### config.mk
export PLATFORM = sky130hd
export DESIGN_NAME = uart_led_pwm_command_parser_unit
export DESIGN_NICKNAME = d
export VERILOG_FILES = /design/src/sv/ulpc_pkg.sv /design/src/sv/uart_led_pwm_command_parser_unit.sv /design/src/sv/ulpc_front.sv /design/src/sv/ulpc_cmd_fifo.sv /design/src/sv/ulpc_back.sv
export SDC_FILE = /design/constraint.sdc
export NUM_CORES = 1
export LEC_CHECK = 0
export BUFFER_PORTS_ARGS = -buffer_cell sky130_fd_sc_hd__buf_2
export CORE_ASPECT_RATIO = 0.9
export CORE_MARGIN = 5
export CORE_UTILIZATION = 55
export CTS_CLUSTER_SIZE = 20
export DETAILED_ROUTE_END_ITERATION = 10
export MAX_ROUTING_LAYER = met4
export PLACE_DENSITY = 0.8
export SLEW_MARGIN = 20
export SYNTH_ARGS = -nofsm -noshare
export SYNTH_HDL_FRONTEND = slang
export SYNTH_SLANG_ARGS = --single-unit
### constraint.sdc
create_clock -name clk_i -period 19.86 [get_ports clk_i]
set_input_delay 0.993 -clock clk_i [delete_from_list [all_inputs] [get_ports clk_i]]
set_output_delay 0.993 -clock clk_i [all_outputs]
set_load 0.01 [all_outputs]
### src/sv/ulpc_pkg.sv
`default_nettype none

package ulpc_pkg;

  // characters seen by the command front end
  localparam logic [7:0] CH_BANG  = 8'h21;
  localparam logic [7:0] CH_CR    = 8'h0D;
  localparam logic [7:0] CH_LF    = 8'h0A;
  localparam logic [7:0] CH_SPACE = 8'h20;
  localparam logic [7:0] CH_TAB   = 8'h09;
  localparam logic [7:0] CH_PLUS  = 8'h2B;
  localparam logic [7:0] CH_MINUS = 8'h2D;
  localparam logic [7:0] CH_ZERO  = 8'h30;
  localparam logic [7:0] CH_NINE  = 8'h39;
  localparam logic [7:0] CH_UC_O  = 8'h4F;
  localparam logic [7:0] CH_UC_N  = 8'h4E;
  localparam logic [7:0] CH_UC_F  = 8'h46;
  localparam logic [7:0] CH_UC_P  = 8'h50;
  localparam logic [7:0] CH_UC_W  = 8'h57;
  localparam logic [7:0] CH_UC_M  = 8'h4D;
  localparam logic [7:0] CH_COLON = 8'h3A;
  localparam logic [7:0] CH_UC_S  = 8'h53;
  localparam logic [7:0] CH_LC_T  = 8'h74;
  localparam logic [7:0] CH_LC_A  = 8'h61;
  localparam logic [7:0] CH_LC_U  = 8'h75;
  localparam logic [7:0] CH_LC_S  = 8'h73;

  // configuration port
  localparam int unsigned CFG_IDX_W  = 2;
  localparam int unsigned CFG_DATA_W = 10;
  localparam logic [CFG_IDX_W-1:0] CFG_COMPARE_PER_PERCENT = 2'd0;
  localparam logic [CFG_IDX_W-1:0] CFG_MAX_PERCENT         = 2'd1;
  localparam logic [9:0] CPP_RESET  = 10'd10;
  localparam logic [6:0] MAXP_RESET = 7'd100;

  // number parsing
  localparam logic [6:0] MAG_MAX = 7'd127;

  // command queue between front and back
  localparam int unsigned FIFO_DEPTH = 2;

  typedef enum logic [2:0] {
    CMD_ON,
    CMD_OFF,
    CMD_PWM,
    CMD_STATUS,
    CMD_UNKNOWN
  } cmd_kind_e;

  typedef struct packed {
    cmd_kind_e  kind;
    logic       negative;
    logic [6:0] magnitude;
  } cmd_t;

  typedef enum logic [2:0] {
    RPL_ON           = 3'd0,
    RPL_OFF          = 3'd1,
    RPL_DUTY_APPLIED = 3'd2,
    RPL_DUTY_SAVED   = 3'd3,
    RPL_STATUS       = 3'd4,
    RPL_RANGE        = 3'd5,
    RPL_UNKNOWN      = 3'd6
  } reply_e;

endpackage

`default_nettype wire

### src/sv/uart_led_pwm_command_parser_unit.sv
// Serial command parser for an LED with PWM dimming.
// Input channel: one received character per transfer on rx_byte_i (in_valid_i/in_stall_o).
// Text up to '!' forms a command: ON, OFF, Status or PWM:<number>; CR and LF are
// dropped and an overlong command starts over empty.
// Output channel: one result per '!' (out_valid_o/out_stall_i) with reply code, LED state,
// stored duty in percent and the PWM compare value (duty times scale while on, else 0).
// Configuration: cfg_valid_i/cfg_ready_o writes register 0 (compare per percent) or
// register 1 (largest accepted duty); cfg_ready_o is always high. Write only while idle.
// Throughput: one character per cycle while the queue is not full. A front end scans
// characters and classifies the command at '!', a two-entry command queue decouples it
// from the back end, which updates LED and duty and registers the result.
// A '!' enters the queue first; the back end then takes it and registers its result.
// Reset: LED off, duty 0, scale 10, duty limit 100, command buffer empty, no result.
// Stall: a stalled result holds; the back end waits, commands collect in the queue,
// and in_stall_o rises only once the queue is full.
`default_nettype none

module uart_led_pwm_command_parser_unit #(
  parameter int unsigned BUFFER_CHARS = 64
) (
  input  wire                              clk_i,
  input  wire                              rst_ni,
  input  wire                              in_valid_i,
  output logic                             in_stall_o,
  input  wire  [7:0]                       rx_byte_i,
  output logic                             out_valid_o,
  input  wire                              out_stall_i,
  output logic [2:0]                       reply_code_o,
  output logic                             led_on_o,
  output logic [6:0]                       duty_percent_o,
  output logic [15:0]                      compare_value_o,
  input  wire                              cfg_valid_i,
  output logic                             cfg_ready_o,
  input  wire  [ulpc_pkg::CFG_IDX_W-1:0]   cfg_index_i,
  input  wire  [ulpc_pkg::CFG_DATA_W-1:0]  cfg_data_i
);

  logic           push, pop, full, empty;
  ulpc_pkg::cmd_t cmd_in, cmd_out;

  ulpc_front #(
    .BUFFER_CHARS(BUFFER_CHARS)
  ) u_front (
    .clk_i      (clk_i),
    .rst_ni     (rst_ni),
    .in_valid_i (in_valid_i),
    .in_stall_o (in_stall_o),
    .rx_byte_i  (rx_byte_i),
    .full_i     (full),
    .push_o     (push),
    .cmd_o      (cmd_in)
  );

  ulpc_cmd_fifo u_fifo (
    .clk_i   (clk_i),
    .rst_ni  (rst_ni),
    .push_i  (push),
    .wdata_i (cmd_in),
    .pop_i   (pop),
    .rdata_o (cmd_out),
    .full_o  (full),
    .empty_o (empty)
  );

  ulpc_back u_back (
    .clk_i           (clk_i),
    .rst_ni          (rst_ni),
    .cfg_valid_i     (cfg_valid_i),
    .cfg_ready_o     (cfg_ready_o),
    .cfg_index_i     (cfg_index_i),
    .cfg_data_i      (cfg_data_i),
    .empty_i         (empty),
    .cmd_i           (cmd_out),
    .pop_o           (pop),
    .out_valid_o     (out_valid_o),
    .out_stall_i     (out_stall_i),
    .reply_code_o    (reply_code_o),
    .led_on_o        (led_on_o),
    .duty_percent_o  (duty_percent_o),
    .compare_value_o (compare_value_o)
  );

endmodule

`default_nettype wire

### src/sv/ulpc_front.sv
`default_nettype none

module ulpc_front #(
  parameter int unsigned BUFFER_CHARS = 64
) (
  input  wire               clk_i,
  input  wire               rst_ni,
  input  wire               in_valid_i,
  output logic              in_stall_o,
  input  wire  [7:0]        rx_byte_i,
  input  wire               full_i,
  output logic              push_o,
  output ulpc_pkg::cmd_t    cmd_o
);

  localparam int unsigned CNT_W = $clog2(BUFFER_CHARS);
  localparam logic [CNT_W-1:0] LAST_POS = CNT_W'(BUFFER_CHARS - 1);

  typedef enum logic [1:0] {
    NP_BLANK,
    NP_SIGN,
    NP_DIGIT,
    NP_DONE
  } num_phase_e;

  logic [CNT_W-1:0] count_q, count_d;
  logic [3:0]       flags_q, flags_d;
  num_phase_e       phase_q, phase_d;
  logic             neg_q, neg_d;
  logic [6:0]       mag_q, mag_d;

  logic        accept;
  logic        is_bang, is_eol, is_digit, is_blank, is_sign;
  logic [3:0]  digit;
  logic [10:0] mag_ext, mag_sum;
  logic [6:0]  mag_sat;
  logic        ok_on, ok_off, ok_pwm, ok_status;

  assign accept     = in_valid_i && !full_i;
  assign in_stall_o = full_i;

  // byte classes
  assign is_bang  = (rx_byte_i == ulpc_pkg::CH_BANG);
  assign is_eol   = (rx_byte_i == ulpc_pkg::CH_CR) || (rx_byte_i == ulpc_pkg::CH_LF);
  assign is_digit = (rx_byte_i >= ulpc_pkg::CH_ZERO) && (rx_byte_i <= ulpc_pkg::CH_NINE);
  assign is_blank = (rx_byte_i == ulpc_pkg::CH_SPACE) ||
                    ((rx_byte_i >= ulpc_pkg::CH_TAB) && (rx_byte_i <= ulpc_pkg::CH_CR));
  assign is_sign  = (rx_byte_i == ulpc_pkg::CH_PLUS) || (rx_byte_i == ulpc_pkg::CH_MINUS);
  assign digit    = rx_byte_i[3:0];

  // magnitude times ten plus digit, saturating
  assign mag_ext = {4'd0, mag_q};
  assign mag_sum = (mag_ext << 3) + (mag_ext << 1) + {7'd0, digit};
  assign mag_sat = (mag_sum > {4'd0, ulpc_pkg::MAG_MAX}) ? ulpc_pkg::MAG_MAX : mag_sum[6:0];

  // per-position pattern compares
  assign ok_on = ((count_q == CNT_W'(0)) && (rx_byte_i == ulpc_pkg::CH_UC_O)) ||
                 ((count_q == CNT_W'(1)) && (rx_byte_i == ulpc_pkg::CH_UC_N));
  assign ok_off = ((count_q == CNT_W'(0)) && (rx_byte_i == ulpc_pkg::CH_UC_O)) ||
                  ((count_q == CNT_W'(1)) && (rx_byte_i == ulpc_pkg::CH_UC_F)) ||
                  ((count_q == CNT_W'(2)) && (rx_byte_i == ulpc_pkg::CH_UC_F));
  assign ok_pwm = ((count_q == CNT_W'(0)) && (rx_byte_i == ulpc_pkg::CH_UC_P)) ||
                  ((count_q == CNT_W'(1)) && (rx_byte_i == ulpc_pkg::CH_UC_W)) ||
                  ((count_q == CNT_W'(2)) && (rx_byte_i == ulpc_pkg::CH_UC_M)) ||
                  ((count_q == CNT_W'(3)) && (rx_byte_i == ulpc_pkg::CH_COLON));
  assign ok_status = ((count_q == CNT_W'(0)) && (rx_byte_i == ulpc_pkg::CH_UC_S)) ||
                     ((count_q == CNT_W'(1)) && (rx_byte_i == ulpc_pkg::CH_LC_T)) ||
                     ((count_q == CNT_W'(2)) && (rx_byte_i == ulpc_pkg::CH_LC_A)) ||
                     ((count_q == CNT_W'(3)) && (rx_byte_i == ulpc_pkg::CH_LC_T)) ||
                     ((count_q == CNT_W'(4)) && (rx_byte_i == ulpc_pkg::CH_LC_U)) ||
                     ((count_q == CNT_W'(5)) && (rx_byte_i == ulpc_pkg::CH_LC_S));

  // classify the finished command
  always_comb begin
    cmd_o.negative  = neg_q;
    cmd_o.magnitude = mag_q;
    if (flags_q[0] && (count_q == CNT_W'(2))) begin
      cmd_o.kind = ulpc_pkg::CMD_ON;
    end else if (flags_q[1] && (count_q == CNT_W'(3))) begin
      cmd_o.kind = ulpc_pkg::CMD_OFF;
    end else if (flags_q[2] && (count_q >= CNT_W'(4))) begin
      cmd_o.kind = ulpc_pkg::CMD_PWM;
    end else if (flags_q[3] && (count_q == CNT_W'(6))) begin
      cmd_o.kind = ulpc_pkg::CMD_STATUS;
    end else begin
      cmd_o.kind = ulpc_pkg::CMD_UNKNOWN;
    end
  end

  assign push_o = accept && is_bang;

  // command assembly and number scan
  always_comb begin
    count_d = count_q;
    flags_d = flags_q;
    phase_d = phase_q;
    neg_d   = neg_q;
    mag_d   = mag_q;
    if (accept && !is_eol) begin
      if (is_bang || (count_q == LAST_POS)) begin
        count_d = '0;
        flags_d = '1;
        phase_d = NP_BLANK;
        neg_d   = 1'b0;
        mag_d   = '0;
      end else begin
        flags_d = flags_q & {ok_status, ok_pwm || (count_q >= CNT_W'(4)), ok_off, ok_on};
        count_d = count_q + CNT_W'(1);
        if (count_q >= CNT_W'(4)) begin
          unique case (phase_q)
            NP_BLANK: begin
              if (is_blank) begin
                phase_d = NP_BLANK;
              end else if (is_sign) begin
                neg_d   = (rx_byte_i == ulpc_pkg::CH_MINUS);
                phase_d = NP_SIGN;
              end else if (is_digit) begin
                mag_d   = {3'd0, digit};
                phase_d = NP_DIGIT;
              end else begin
                phase_d = NP_DONE;
              end
            end
            NP_SIGN, NP_DIGIT: begin
              if (is_digit) begin
                mag_d   = mag_sat;
                phase_d = NP_DIGIT;
              end else begin
                phase_d = NP_DONE;
              end
            end
            default: begin
              phase_d = NP_DONE;
            end
          endcase
        end
      end
    end
  end

  always_ff @(posedge clk_i or negedge rst_ni) begin
    if (!rst_ni) begin
      count_q <= '0;
      flags_q <= '1;
      phase_q <= NP_BLANK;
      neg_q   <= 1'b0;
      mag_q   <= '0;
    end else begin
      count_q <= count_d;
      flags_q <= flags_d;
      phase_q <= phase_d;
      neg_q   <= neg_d;
      mag_q   <= mag_d;
    end
  end

endmodule

`default_nettype wire

### src/sv/ulpc_cmd_fifo.sv
`default_nettype none

module ulpc_cmd_fifo (
  input  wire             clk_i,
  input  wire             rst_ni,
  input  wire             push_i,
  input  ulpc_pkg::cmd_t  wdata_i,
  input  wire             pop_i,
  output ulpc_pkg::cmd_t  rdata_o,
  output logic            full_o,
  output logic            empty_o
);

  localparam int unsigned DEPTH = ulpc_pkg::FIFO_DEPTH;
  localparam int unsigned PTR_W = $clog2(DEPTH);

  ulpc_pkg::cmd_t   mem_q [DEPTH];
  logic [PTR_W-1:0] wr_ptr_q, rd_ptr_q;
  logic [PTR_W:0]   count_q;

  assign full_o  = (count_q == (PTR_W + 1)'(DEPTH));
  assign empty_o = (count_q == '0);
  assign rdata_o = mem_q[rd_ptr_q];

  // entry storage
  always_ff @(posedge clk_i) begin
    if (push_i) begin
      mem_q[wr_ptr_q] <= wdata_i;
    end
  end

  // pointers and fill level
  always_ff @(posedge clk_i or negedge rst_ni) begin
    if (!rst_ni) begin
      wr_ptr_q <= '0;
      rd_ptr_q <= '0;
      count_q  <= '0;
    end else begin
      if (push_i) begin
        wr_ptr_q <= wr_ptr_q + PTR_W'(1);
      end
      if (pop_i) begin
        rd_ptr_q <= rd_ptr_q + PTR_W'(1);
      end
      if (push_i && !pop_i) begin
        count_q <= count_q + (PTR_W + 1)'(1);
      end else if (pop_i && !push_i) begin
        count_q <= count_q - (PTR_W + 1)'(1);
      end
    end
  end

  assert property (@(posedge clk_i) disable iff (!rst_ni) full_o |-> !push_i || pop_i)
    else $error("command pushed into full queue");
  assert property (@(posedge clk_i) disable iff (!rst_ni) empty_o |-> !pop_i)
    else $error("command popped from empty queue");
  assert property (@(posedge clk_i) disable iff (!rst_ni)
                   (push_i && !pop_i) |=> (count_q == $past(count_q) + (PTR_W + 1)'(1)))
    else $error("queue level did not follow a lone push");

endmodule

`default_nettype wire

### src/sv/ulpc_back.sv
`default_nettype none

module ulpc_back (
  input  wire                                 clk_i,
  input  wire                                 rst_ni,
  input  wire                                 cfg_valid_i,
  output logic                                cfg_ready_o,
  input  wire  [ulpc_pkg::CFG_IDX_W-1:0]      cfg_index_i,
  input  wire  [ulpc_pkg::CFG_DATA_W-1:0]     cfg_data_i,
  input  wire                                 empty_i,
  input  ulpc_pkg::cmd_t                      cmd_i,
  output logic                                pop_o,
  output logic                                out_valid_o,
  input  wire                                 out_stall_i,
  output logic [2:0]                          reply_code_o,
  output logic                                led_on_o,
  output logic [6:0]                          duty_percent_o,
  output logic [15:0]                         compare_value_o
);

  logic [9:0]       cpp_q;
  logic [6:0]       maxp_q;
  logic             led_q, led_d;
  logic [6:0]       duty_q, duty_d;
  logic             out_valid_q, out_valid_d;
  ulpc_pkg::reply_e reply_q, reply_d;
  logic [15:0]      compare_q, compare_d;
  logic [16:0]      product;

  assign cfg_ready_o = 1'b1;
  assign pop_o       = !empty_i && (!out_valid_q || !out_stall_i);

  // command execution
  always_comb begin
    led_d   = led_q;
    duty_d  = duty_q;
    unique case (cmd_i.kind)
      ulpc_pkg::CMD_ON: begin
        led_d   = 1'b1;
        reply_d = ulpc_pkg::RPL_ON;
      end
      ulpc_pkg::CMD_OFF: begin
        led_d   = 1'b0;
        reply_d = ulpc_pkg::RPL_OFF;
      end
      ulpc_pkg::CMD_PWM: begin
        if (cmd_i.negative && (cmd_i.magnitude != '0)) begin
          reply_d = ulpc_pkg::RPL_RANGE;
        end else if (cmd_i.magnitude > maxp_q) begin
          reply_d = ulpc_pkg::RPL_RANGE;
        end else begin
          duty_d  = cmd_i.magnitude;
          reply_d = led_q ? ulpc_pkg::RPL_DUTY_APPLIED : ulpc_pkg::RPL_DUTY_SAVED;
        end
      end
      ulpc_pkg::CMD_STATUS: begin
        reply_d = ulpc_pkg::RPL_STATUS;
      end
      default: begin
        reply_d = ulpc_pkg::RPL_UNKNOWN;
      end
    endcase
  end

  // compare value, saturating at the counter width
  assign product   = 17'(duty_d) * 17'(cpp_q);
  assign compare_d = !led_d ? 16'd0 :
                     (product > 17'h0FFFF) ? 16'hFFFF : product[15:0];

  // output register valid
  always_comb begin
    out_valid_d = out_valid_q;
    if (pop_o) begin
      out_valid_d = 1'b1;
    end else if (!out_stall_i) begin
      out_valid_d = 1'b0;
    end
  end

  // configuration and control state
  always_ff @(posedge clk_i or negedge rst_ni) begin
    if (!rst_ni) begin
      cpp_q       <= ulpc_pkg::CPP_RESET;
      maxp_q      <= ulpc_pkg::MAXP_RESET;
      led_q       <= 1'b0;
      duty_q      <= '0;
      out_valid_q <= 1'b0;
    end else begin
      if (cfg_valid_i && cfg_ready_o) begin
        if (cfg_index_i == ulpc_pkg::CFG_COMPARE_PER_PERCENT) begin
          cpp_q <= cfg_data_i[9:0];
        end else if (cfg_index_i == ulpc_pkg::CFG_MAX_PERCENT) begin
          maxp_q <= cfg_data_i[6:0];
        end
      end
      if (pop_o) begin
        led_q  <= led_d;
        duty_q <= duty_d;
      end
      out_valid_q <= out_valid_d;
    end
  end

  // result payload
  always_ff @(posedge clk_i) begin
    if (pop_o) begin
      reply_q   <= reply_d;
      compare_q <= compare_d;
    end
  end

  assign out_valid_o     = out_valid_q;
  assign reply_code_o    = reply_q;
  assign led_on_o        = led_q;
  assign duty_percent_o  = duty_q;
  assign compare_value_o = compare_q;

  assert property (@(posedge clk_i) disable iff (!rst_ni)
                   (out_valid_o && !led_on_o) |-> (compare_value_o == 16'd0))
    else $error("compare value driven while led is off");
  assert property (@(posedge clk_i) disable iff (!rst_ni)
                   (out_valid_o && (reply_code_o == ulpc_pkg::RPL_ON ||
                                    reply_code_o == ulpc_pkg::RPL_DUTY_APPLIED))
                   |-> led_on_o)
    else $error("reply says led on but led is off");
  assert property (@(posedge clk_i) disable iff (!rst_ni)
                   (out_valid_o && (reply_code_o == ulpc_pkg::RPL_OFF ||
                                    reply_code_o == ulpc_pkg::RPL_DUTY_SAVED))
                   |-> !led_on_o)
    else $error("reply says led off but led is on");
  assert property (@(posedge clk_i) disable iff (!rst_ni)
                   (out_valid_o && out_stall_i) |=> $stable(led_q) && $stable(duty_q))
    else $error("led state changed under a stalled result");

endmodule

`default_nettype wire
==> impl_metrics.csv, run 1 <==
group,metric,value,unit
finish,final_core_util,61.7,%
placed_design,hpwl,12.2,mm
finish,fin_nets,859,
timing,period_minus_slack,7.71,ns
global_routing,grt_use_total,22.1,%
worst_setup_path,arrival,7.78,ns
worst_setup_path,end_kind,"register",
detailed_routing,wirelength,15.7,mm
worst_setup_path,worstSetupPathType,"register to register",
global_routing,grt_overflow,0,
worst_setup_path,crit_chain,"mux2_2 > ha_1 > a211oi_1 > o21bai_1 > o21bai_1 > nand3b_1 > mux2i_1 > nor2b_1 > fa_1 > inv_1 > fa_1 > inv_1 > fa_1 > inv_1 > fa_1 > inv_1 > ha_1 > o211a_1 > a211oi_1 > nor2_1 > a2111oi_0 > nand2b_1 > o32ai_1",
detailed_routing,wl_met1,7.31,mm
cts,clk_latency,0.36,ns
synth,yosys.area.top_type,"edfxtp_1",
cts,cts_hold_buffers,0,
cts,cts_setup_buffers,0,
synth,synth_top_area_share,17.4,%
timing,fmax,130,MHz
cts,ctsLongestPathBuffers,2,
timing,drv_slew,0,
synth,synth_common_cells,"62 x ha_1, 62 x inv_1, 60 x nor2b_1",
cts,htree_levels,3,
timing,skew,0.0100,ns
timing,fin_crit_sh,38.8,%
worst_setup_path,r2r_slack,12.15,ns
die,die_h,118,microns
pwr,sequentialPowerShare,25.1,%
synth,synth-seq-cells,91,
detailed_routing,ant_nets,0,
die,placementRows,39,
job,maxCapViolations,0,
detailed_routing,wl_met3,1.28,mm
detailed_routing,wl_per_cell,17.4,microns
timing,setup_viol,0,
synth,async_reset_ff_share,54.9,%
pwr,finalPower,1.26,mW
timing,rsz0062_at_grt,"false",
die,io_pins,55,
synth,yosys_warnings,0,
finish,n_antenna_cell,0,
detailed_routing,routed-wl-met2,6.87,mm
die,coreArea,12600,sq um
cts,clockRootBuffer,"clkbuf_16",
cts,cts_sinks,91,
detailed_routing,drtIter0Drc,423,
synth,ys_types,59,
global_routing,antenna_found_initial,0,
cts,clkTransAtPathRegs,0.07,ns
die,dieArea,15200,sq um
timing,fin_ws,12.15,ns
synth,synth_edf_count,41,
placed_design,place_ws,11.93,ns
pwr,switching_share,44.8,%
synth,synth_cells,683,
timing,finalSetupTns,0,ns
worst_setup_path,path_max_fanout,17,
finish,layout-drive-gt1-share,15.9,%
synth,syn_area_per_cell,10.3,sq um
pwr,clkPwrFrac,14.5,%
synth,synth_top_flop_cell,"edfxtp_1",
detailed_routing,routed.top_layer,"met4",
pwr,irDropWorstVdd,0.0000689,V
synth,synth_area_leaders,"edfxtp_1 17%, dfrtp_1 15%, fa_1 12%",
global_routing,grt_pass1_vias,5114,
placed_design,place_congestion,0.910,
timing,finalHoldViolCount,0,
die,start_util,55.9,%
die,die_w,129,microns
pwr,switching_power,566,uW
detailed_routing,via_per_inst,5.87,
synth,ys_seq_area_share,35.3,%
worst_setup_path,critPathSlowestCell,"mux2i_1",
timing,max_slew.worst_pin.slew,1.01,ns
detailed_routing,vias,5283,
global_routing,grt_pass1_wl,26.2,mm
detailed_routing,drc_errors,0,
placed_design,portBuffers,53,
detailed_routing,drt_first_pass_iters,5,
global_routing,grt_max_degree,51,
hold_path,hold_class,"register to register",
outcome,status,"completed",
worst_setup_path,slowest_delay,0.82,ns
synth,syn_nets,811,
pwr,p_per_area,162,nW/um^2
pwr,p_leak,3.57,nW
pwr,comb_power_share,60.4,%
cts,numCtsBuffers,9,
worst_setup_path,cp-start-kind,"register",
finish,syn_to_final_growth,10.3,%
timing,timing.hold.ws,0.488,ns
pwr,p_int,697,uW
timing,relSlewSlack,32.3,%
worst_setup_path,required,19.92,ns
cts,cts_tree,"done",
synth,netlist_area,7060,sq um
cts,cts-resized-gates,0,
## cell usage in the layout, fill, tap and decap left out, drive strengths merged, types with 12 or more instances in the layout
cell / synthesis / final
inv: 62 / 62
ha: 62 / 62
nor2b: 61 / 61
buf: 8 / 56
fa: 41 / 41
edfxtp: 41 / 41
dfrtp: 41 / 41
o21ai: 38 / 38
nand2: 35 / 35
nor2: 33 / 33
mux2: 32 / 32
a21oi: 31 / 31
nand2b: 22 / 22
nand3: 12 / 12
## critical path, delay by kind of cell, from the launching register on
family	cells	cell delay, ns
fa+ha+maj	6	2.73
compound gates	7	1.62
mux	2	1.26
simple gates	4	0.87
flops	1	0.73
buf+inv	4	0.19
## registers in the layout, summed over array words and instances (netlist names), 2 cells and up
signal	flops
u_back.compare_value_o	16
u_back.cpp_q	10
u_back.duty_percent_o	7
u_back.maxp_q	7
u_back.reply_code_o	3
u_fifo.count_q	2
u_fifo.mem_q	22
u_front.count_q	6
u_front.flags_q	4
u_front.mag_q	7
u_front.phase_q	2
## cell type report
| class | count | area (sq um) |
|---|---|---|
| Sequential cell | 91 | 2490 |
| Clock inverter | 5 | 76.3 |
| Tap cell | 164 | 205 |
| Multi-Input combinational cell | 511 | 4260 |
| Inverter | 62 | 233 |
| Clock buffer | 11 | 243 |
| Fill cell | 1015 | 4840 |
| Timing Repair Buffer | 56 | 288 |
## power by group through the flow
| stage | Combinational, mW | Sequential (mW) | Clock, mW |
|---|---|---|---|
| after detailed placement | 0.753 | 0.319 | 0 |
| final | 0.762 | 0.317 | 0.183 |
| after global placement | 0.728 | 0.316 | 0 |
| after global routing | 0.870 | 0.324 | 0.193 |
| after CTS | 0.763 | 0.316 | 0.186 |
| after floorplan | 0.578 | 0.309 | 0 |
## logic make-up after synthesis
logic type	synth area share (%)
simple gates	17.5
mux	6.66
compound gates	10.8
buf+inv	4.55
xor+xnor	2.60
other cells	0.0531
fa+ha+maj	22.6
flops	35.3
## metal layers
metal / vias to the layer above / global-route usage (%)
met5: - / -
met4: 0 / 5.00
met3: 25 / 5.08
met2: 211 / 31.5
met1: 2561 / 32.4
li1: 2486 / -
## worst paths after layout
check                                   start                         end  cells past startpoint
max reg2reg                   u_fifo.rd_ptr_q  u_back.compare_value_o[15]                     23
min reg2reg                u_front.flags_q[3]          u_front.flags_q[3]                      2
max in group asynchronous              rst_ni             u_back.cpp_q[2]                      2
min in group asynchronous              rst_ni          u_front.phase_q[0]                      2
max                           u_fifo.rd_ptr_q  u_back.compare_value_o[15]                     23
min                        u_front.flags_q[3]          u_front.flags_q[3]                      2
## stage by stage
step	instance area [sq um]	instances
2_1_floorplan	7060	683
3_3_place_gp	7470	884
3_5_place_dp	7470	884
4_1_cts	7790	900
5_1_grt	7790	900
6_report	7790	900
Power figures use the tool's default switching activity.
==> run 2, diff against run 1 <==
--- a/config.mk
+++ b/config.mk
@@ -5,6 +5,7 @@
 export SDC_FILE = /design/constraint.sdc
 export NUM_CORES = 1
 export LEC_CHECK = 0
+export ABC_AREA = 1
 export BUFFER_PORTS_ARGS = -buffer_cell sky130_fd_sc_hd__buf_2
 export CORE_ASPECT_RATIO = 0.9
 export CORE_MARGIN = 5
==> constraint.sdc (replaced) <==
create_clock -name clk_i -period 7.2 [get_ports clk_i]
set_input_delay 0.36 -clock clk_i [delete_from_list [all_inputs] [get_ports clk_i]]
set_output_delay 0.36 -clock clk_i [all_outputs]
set_load 0.01 [all_outputs]
==> impl_metrics.csv, run 2 <==
group,metric,value,unit
worst_setup_path,path_max_fanout,12,
cts,ctsLongestPathBuffers,2,
finish,layout-drive-gt1-share,12.2,%
timing,setup_viol,0,
synth,netlist_area,7340,sq um
cts,htree_levels,3,
cts,cts_sinks,91,
placed_design,place_congestion,0.974,
global_routing,grt_pass1_wl,27.4,mm
worst_setup_path,slowest_delay,0.55,ns
outcome,status,"completed",
synth,synth_edf_count,41,
worst_setup_path,r2r_slack,0.66,ns
worst_setup_path,required,7.29,ns
detailed_routing,via_per_inst,5.18,
synth,synth_area_leaders,"edfxtp_1 17%, dfrtp_1 14%, nand2_1 12%",
timing,period_minus_slack,6.54,ns
synth,ys_types,39,
timing,fin_ws,0.663,ns
worst_setup_path,cp_common_cell,"nand2_1",
detailed_routing,vias,5975,
die,die_h,120,microns
detailed_routing,wirelength,16.0,mm
cts,numCtsBuffers,9,
synth,yosysMostFrequentCell,"nand2_1",
die,dieArea,15800,sq um
global_routing,grt_overflow,0,
worst_setup_path,timing.rr.start,"u_fifo.rd_ptr_q",
finish,layout_common_cells,"227 x nand2_1, 170 x inv_1, 104 x nor2_1, 62 x ha_1, 54 x o21ai_0",
placed_design,place_ws,0.534,ns
finish,final_common_cell,"nand2_1",
worst_setup_path,worstSetupPathType,"register to register",
synth,yosys_warnings,0,
cts,clkTransAtPathRegs,0.07,ns
cts,cts_hold_buffers,0,
synth,synth_common_cells,"227 x nand2_1, 170 x inv_1, 104 x nor2_1",
worst_setup_path,cp_top_family,"adder cells",
detailed_routing,wl_per_cell,13.8,microns
pwr,irDropWorstVdd,0.000293,V
die,placementRows,40,
timing,rsz0062_at_grt,"false",
timing,max_slew.worst_pin.slew,0.976,ns
synth,synth_top_area_share,16.8,%
timing,relSlewSlack,34.7,%
worst_setup_path,critPathSlowestCell,"fa_1",
finish,largest_register,"u_fifo.mem_q",
placed_design,hpwl,12.9,mm
synth,syn_nets,1050,
placed_design,portBuffers,53,
synth,synth-seq-cells,91,
die,die_w,132,microns
die,coreArea,13200,sq um
global_routing,grt_pass1_vias,5772,
pwr,p_per_area,481,nW/um^2
worst_setup_path,crit_buf_inv,6,
detailed_routing,drc_errors,0,
cts,clockRootBuffer,"clkbuf_16",
pwr,p_leak,4.38,nW
cts,clk_latency,0.35,ns
worst_setup_path,arrival,6.63,ns
timing,fmax,153,MHz
synth,synth_top_flop_cell,"edfxtp_1",
worst_setup_path,startpoint,"u_fifo.rd_ptr_q",
finish,syn_to_final_growth,10.5,%
synth,yosys.area.top_type,"edfxtp_1",
global_routing,antenna_found_initial,0,
global_routing,grt_max_degree,51,
synth,syn_area_per_cell,7.96,sq um
synth,ys_seq_area_share,34.0,%
finish,fin_nets,1108,
timing,skew,0.0115,ns
detailed_routing,drt_first_pass_iters,7,
timing,fin_crit_sh,90.8,%
timing,finalSetupTns,0,ns
cts,cts_tree,"done",
finish,n_antenna_cell,0,
detailed_routing,ant_nets,0,
global_routing,grt_use_total,21.8,%
finish,largest_reg_flops,22,
timing,drv_slew,0,
synth,async_reset_ff_share,54.9,%
job,maxCapViolations,0,
timing,finalHoldViolCount,0,
hold_path,hold_class,"input pin to asynchronous set/reset pin",
detailed_routing,drtIter0Drc,365,
die,io_pins,55,
worst_setup_path,cp-start-kind,"register",
die,start_util,55.6,%
synth,synth_cells,922,
worst_setup_path,end_kind,"register",
==> run 2: cell types whose count changed in the layout (fill, tap and decap cells not counted), moves of 18 or more <==
| cell | before | now |
|---|---|---|
| inv_1 | 62 | 170 |
| mux2_2 | 32 | 0 |
| nand2_1 | 35 | 227 |
| nand2b_1 | 22 | 1 |
| nand3_1 | 12 | 42 |
| nor2_1 | 33 | 104 |
| nor2b_1 | 60 | 0 |
| o21ai_0 | 36 | 54 |
==> run 2: timing repair <==
action | 4_1_cts | 5_1_grt
buffers inserted | 0 | 1
resized for setup | 0 | 3
endpoints found under the setup margin | 0 | 16
==> run 2: stage by stage <==
stage	area [sq um]	power, mW	instances	util (%)	hold slack [ns]
6_report	8110	3.90	1153	61.4	0.121
2_1_floorplan	7340	2.79	922	-	0.0644
5_1_grt	8110	4.36	1153	61.4	0.173
3_5_place_dp	7780	3.37	1136	58.9	0.458
4_1_cts	8100	3.90	1152	61.3	0.133
3_3_place_gp	7780	3.30	1136	58.9	0.458
==> run 2: routing by layer <==
layer  wire length, microns  GRT usage (%)  vias up
met4                    216           5.66        0
met5                      0              -        -
met1                   7510           30.3     2742
met2                   6950           31.9      209
met3                   1290           6.12       19
li1                       -              -     3005
==> run 2: layout make-up <==
class | count | area, sq um
Clock buffer | 11 | 254
Clock inverter | 5 | 65.1
Fill cell | 1146 | 5100
Inverter | 175 | 659
Multi-Input combinational cell | 647 | 4140
Sequential cell | 91 | 2490
Tap cell | 168 | 210
Timing Repair Buffer | 56 | 288
==> run 2: cell families after synthesis <==
family	count (synthesis)	share of synthesized area, %
flip-flops	91	34.0
AND/OR/NAND/NOR	419	23.9
AO/OA/AOI/OAI	106	8.42
other	1	0.0511
adder cells (fa/ha/maj)	103	21.7
buffers and inverters	184	9.76
XOR/XNOR	18	2.15
==> run 2: path summary, 6_finish.rpt <==
path                                             endpoint  cells after the start
worst max-delay path            u_back.compare_value_o[2]                     29
worst min-delay path                     u_front.mag_q[2]                      2
worst max register to register  u_back.compare_value_o[2]                     29
worst min register to register         u_front.flags_q[3]                      2
max in group asynchronous                 u_back.cpp_q[8]                      2
min in group clk_i                        u_back.cpp_q[1]                      3
==> run 2: where the power goes <==
group | leakage, nW | internal, mW | switching (mW)
sequential | 0.988 | 0.767 | 0.122
combinational | 3.23 | 0.934 | 1.58
clock | 0.157 | 0.295 | 0.207
==> run 3, diff against run 2 <==
--- a/config.mk
+++ b/config.mk
@@ -5,13 +5,13 @@
 export SDC_FILE = /design/constraint.sdc
 export NUM_CORES = 1
 export LEC_CHECK = 0
-export ABC_AREA = 1
+export ABC_AREA = 0
 export BUFFER_PORTS_ARGS = -buffer_cell sky130_fd_sc_hd__buf_2
 export CORE_ASPECT_RATIO = 0.9
 export CORE_MARGIN = 5
 export CORE_UTILIZATION = 55
-export CTS_CLUSTER_SIZE = 20
 export DETAILED_ROUTE_END_ITERATION = 10
+export GPL_TIMING_DRIVEN = 0
 export MAX_ROUTING_LAYER = met4
 export PLACE_DENSITY = 0.8
 export SLEW_MARGIN = 20
==> impl_metrics.csv, run 3 (synthesis gave the netlist of run 1 again) <==
group,metric,value,unit
outcome,status,"completed",
worst_setup_path,reg2reg_depth,24,
global_routing,grt_pass1_wl,27.4,mm
job,maxCapViolations,0,
detailed_routing,vias,5424,
detailed_routing,drtIter0Drc,345,
die,coreArea,12600,sq um
detailed_routing,via_per_inst,5.84,
worst_setup_path,arrival,6.92,ns
timing,setup_viol,0,
timing,finalHoldViolCount,0,
worst_setup_path,r2r_slack,0.33,ns
placed_design,portBuffers,52,
finish,largest_reg_flops,22,
finish,syn_to_final_growth,14.2,%
detailed_routing,ant_nets,0,
die,dieArea,15200,sq um
cts,numCtsBuffers,9,
pwr,irDropWorstVdd,0.000243,V
die,start_util,55.9,%
timing,fmax,146,MHz
finish,largest_register,"u_fifo.mem_q",
cts,cts_hold_buffers,0,
placed_design,place_area,7530,sq um
worst_setup_path,cp-start-kind,"register",
worst_setup_path,worst_r2r_endpoint,"u_back.compare_value_o[15]",
global_routing,grt_overflow,0,
die,die_h,118,microns
finish,finalInstanceArea,8070,sq um
finish,fin_nets,888,
worst_setup_path,required,7.25,ns
worst_setup_path,path_max_fanout,10,
finish,layout_common_cells,"62 x inv_1, 62 x ha_1, 60 x nor2b_1, 54 x buf_2",
cts,htree_levels,3,
worst_setup_path,worstSetupPathType,"register to register",
die,die_w,129,microns
timing,drv_slew,0,
finish,n_antenna_cell,0,
placed_design,hpwl,12.5,mm
finish,layout-drive-gt1-share,19.3,%
pwr,p_per_area,456,nW/um^2
worst_setup_path,timing.rr.start,"u_fifo.rd_ptr_q",
hold_path,hold_class,"input pin to asynchronous set/reset pin",
worst_setup_path,crit_chain,"buf_6 > mux2_2 > ha_1 > a211oi_1 > o21bai_1 > o21bai_2 > nand3b_1 > buf_4 > mux2i_4 > nand2b_1 > fa_1 > fa_1 > inv_1 > fa_1 > inv_1 > fa_1 > inv_1 > ha_1 > o211a_1 > a211oi_2 > nor2_1 > a2111oi_2 > nand2b_1 > o32ai_1",
cts,clockRootBuffer,"clkbuf_16",
finish,fill_cells,995,
cts,ctsLongestPathBuffers,2,
timing,relSlewSlack,33.9,%
die,placementRows,39,
pwr,p_leak,3.65,nW
worst_setup_path,slowest_delay,0.56,ns
cts,clkTransAtPathRegs,0.06,ns
global_routing,grt_pass1_vias,5504,
detailed_routing,drc_errors,0,
cts,cts_tree,"done",
timing,max_slew.worst_pin.slew,0.990,ns
worst_setup_path,critPathSlowestCell,"fa_1",
cts,clk_latency,0.34,ns
die,io_pins,55,
detailed_routing,drt_first_pass_iters,5,
timing,skew,0.00636,ns
timing,period_minus_slack,6.87,ns
detailed_routing,wl_per_cell,18.0,microns
worst_setup_path,end_kind,"register",
detailed_routing,wirelength,16.7,mm
global_routing,grt_use_total,23.0,%
global_routing,antenna_found_initial,0,
worst_setup_path,cp_common_cell,"fa_1",
placed_design,place_congestion,0.901,
timing,rsz0062_at_grt,"false",
timing,fin_crit_sh,95.5,%
global_routing,grt_max_degree,51,
worst_setup_path,crit_buf_inv,5,
timing,timing.hold.ws,0.0395,ns
cts,cts_sinks,91,
worst_setup_path,cp_top_family,"adder cells",
-- run 3: cell types whose count changed in the layout (fill, tap and decap cells not counted), moves of 19 or more --
cell and delta:
o21ai_0 -19, nand3_1 -30, nand2_1 -192, mux2_2 +32, nand2b_1 +21, inv_1 -108, nor2_1 -71, nor2b_1 +60
-- run 3: timing repair --
item | 4_1_cts | 5_1_grt
pin swaps | 0 | 2
gates resized for setup | 16 | 11
setup endpoints to repair | 16 | 16
setup buffers | 9 | 6
endpoints found under the hold margin | 0 | 0
-- run 3: metal layers --
| layer | vias up | share of wire (%) | global-route usage [%] |
|---|---|---|---|
| li1 | 2547 | - | - |
| met1 | 2690 | 46 | 33.0 |
| met2 | 164 | 48 | 34.9 |
| met3 | 23 | 5.0 | 3.49 |
| met4 | 0 | 1.2 | 5.13 |
| met5 | - | 0 | - |
-- run 3: worst reg2reg max path, delay by kind of cell, from the launching register on --
kind / cells / cell delay [ns]
AO/OA/AOI/OAI: 7 / 1.58
adder cells (fa/ha/maj): 6 / 2.74
buffers and inverters: 5 / 0.56
flip-flops: 1 / 0.40
multiplexers: 2 / 0.74
AND/OR/NAND/NOR: 4 / 0.58
-- run 3: worst max-delay path by stage --
stage,start,endpoint,slack [ns],cells past startpoint
after global routing,u_fifo.rd_ptr_q,u_back.compare_value_o[15],0.01,24
final,u_fifo.rd_ptr_q,u_back.compare_value_o[15],0.33,24
after detailed placement,u_fifo.rd_ptr_q,u_back.compare_value_o[12],-0.84,25
after global placement,u_fifo.rd_ptr_q,u_back.compare_value_o[14],-0.63,25
after CTS,u_fifo.rd_ptr_q,u_back.compare_value_o[12],0.05,24
after floorplan,u_fifo.rd_ptr_q,u_back.compare_value_o[11],0.38,25
-- run 3: power by group --
part	internal [mW]	switching, mW
logic	0.972	1.36
registers	0.730	0.132
clock network	0.275	0.205
-- run 3: cell type report --
| cell class | count | area (sq um) | share of cell area (%) |
|---|---|---|---|
| plain buffers | 18 | 97.6 | 1.21 |
| inverters | 62 | 233 | 2.88 |
| repair buffers | 67 | 375 | 4.65 |
| well taps | 164 | 205 | 2.54 |
| clock buffers | 9 | 225 | 2.79 |
| multi-input cells | 511 | 4360 | 54.0 |
| flip-flops and latches | 91 | 2490 | 30.9 |
| clock inverters | 7 | 81.3 | 1.01 |
-- run 3: metrics by stage --
| stage | setup slack (ns) | std cells | power [mW] | util, % | TNS (ns) |
|---|---|---|---|---|---|
| final | 0.327 | 929 | 3.68 | 63.9 | 0 |
| after global routing | 0.0133 | 929 | 4.00 | 63.9 | 0 |
| after CTS | 0.0503 | 923 | 3.59 | 63.2 | 0 |
| after detailed placement | -0.842 | 899 | 3.01 | 59.6 | -10.92 |
| after global placement | -0.629 | 899 | 2.92 | 59.6 | -8.07 |
| after floorplan | 0.385 | 683 | 2.45 | - | 0 |
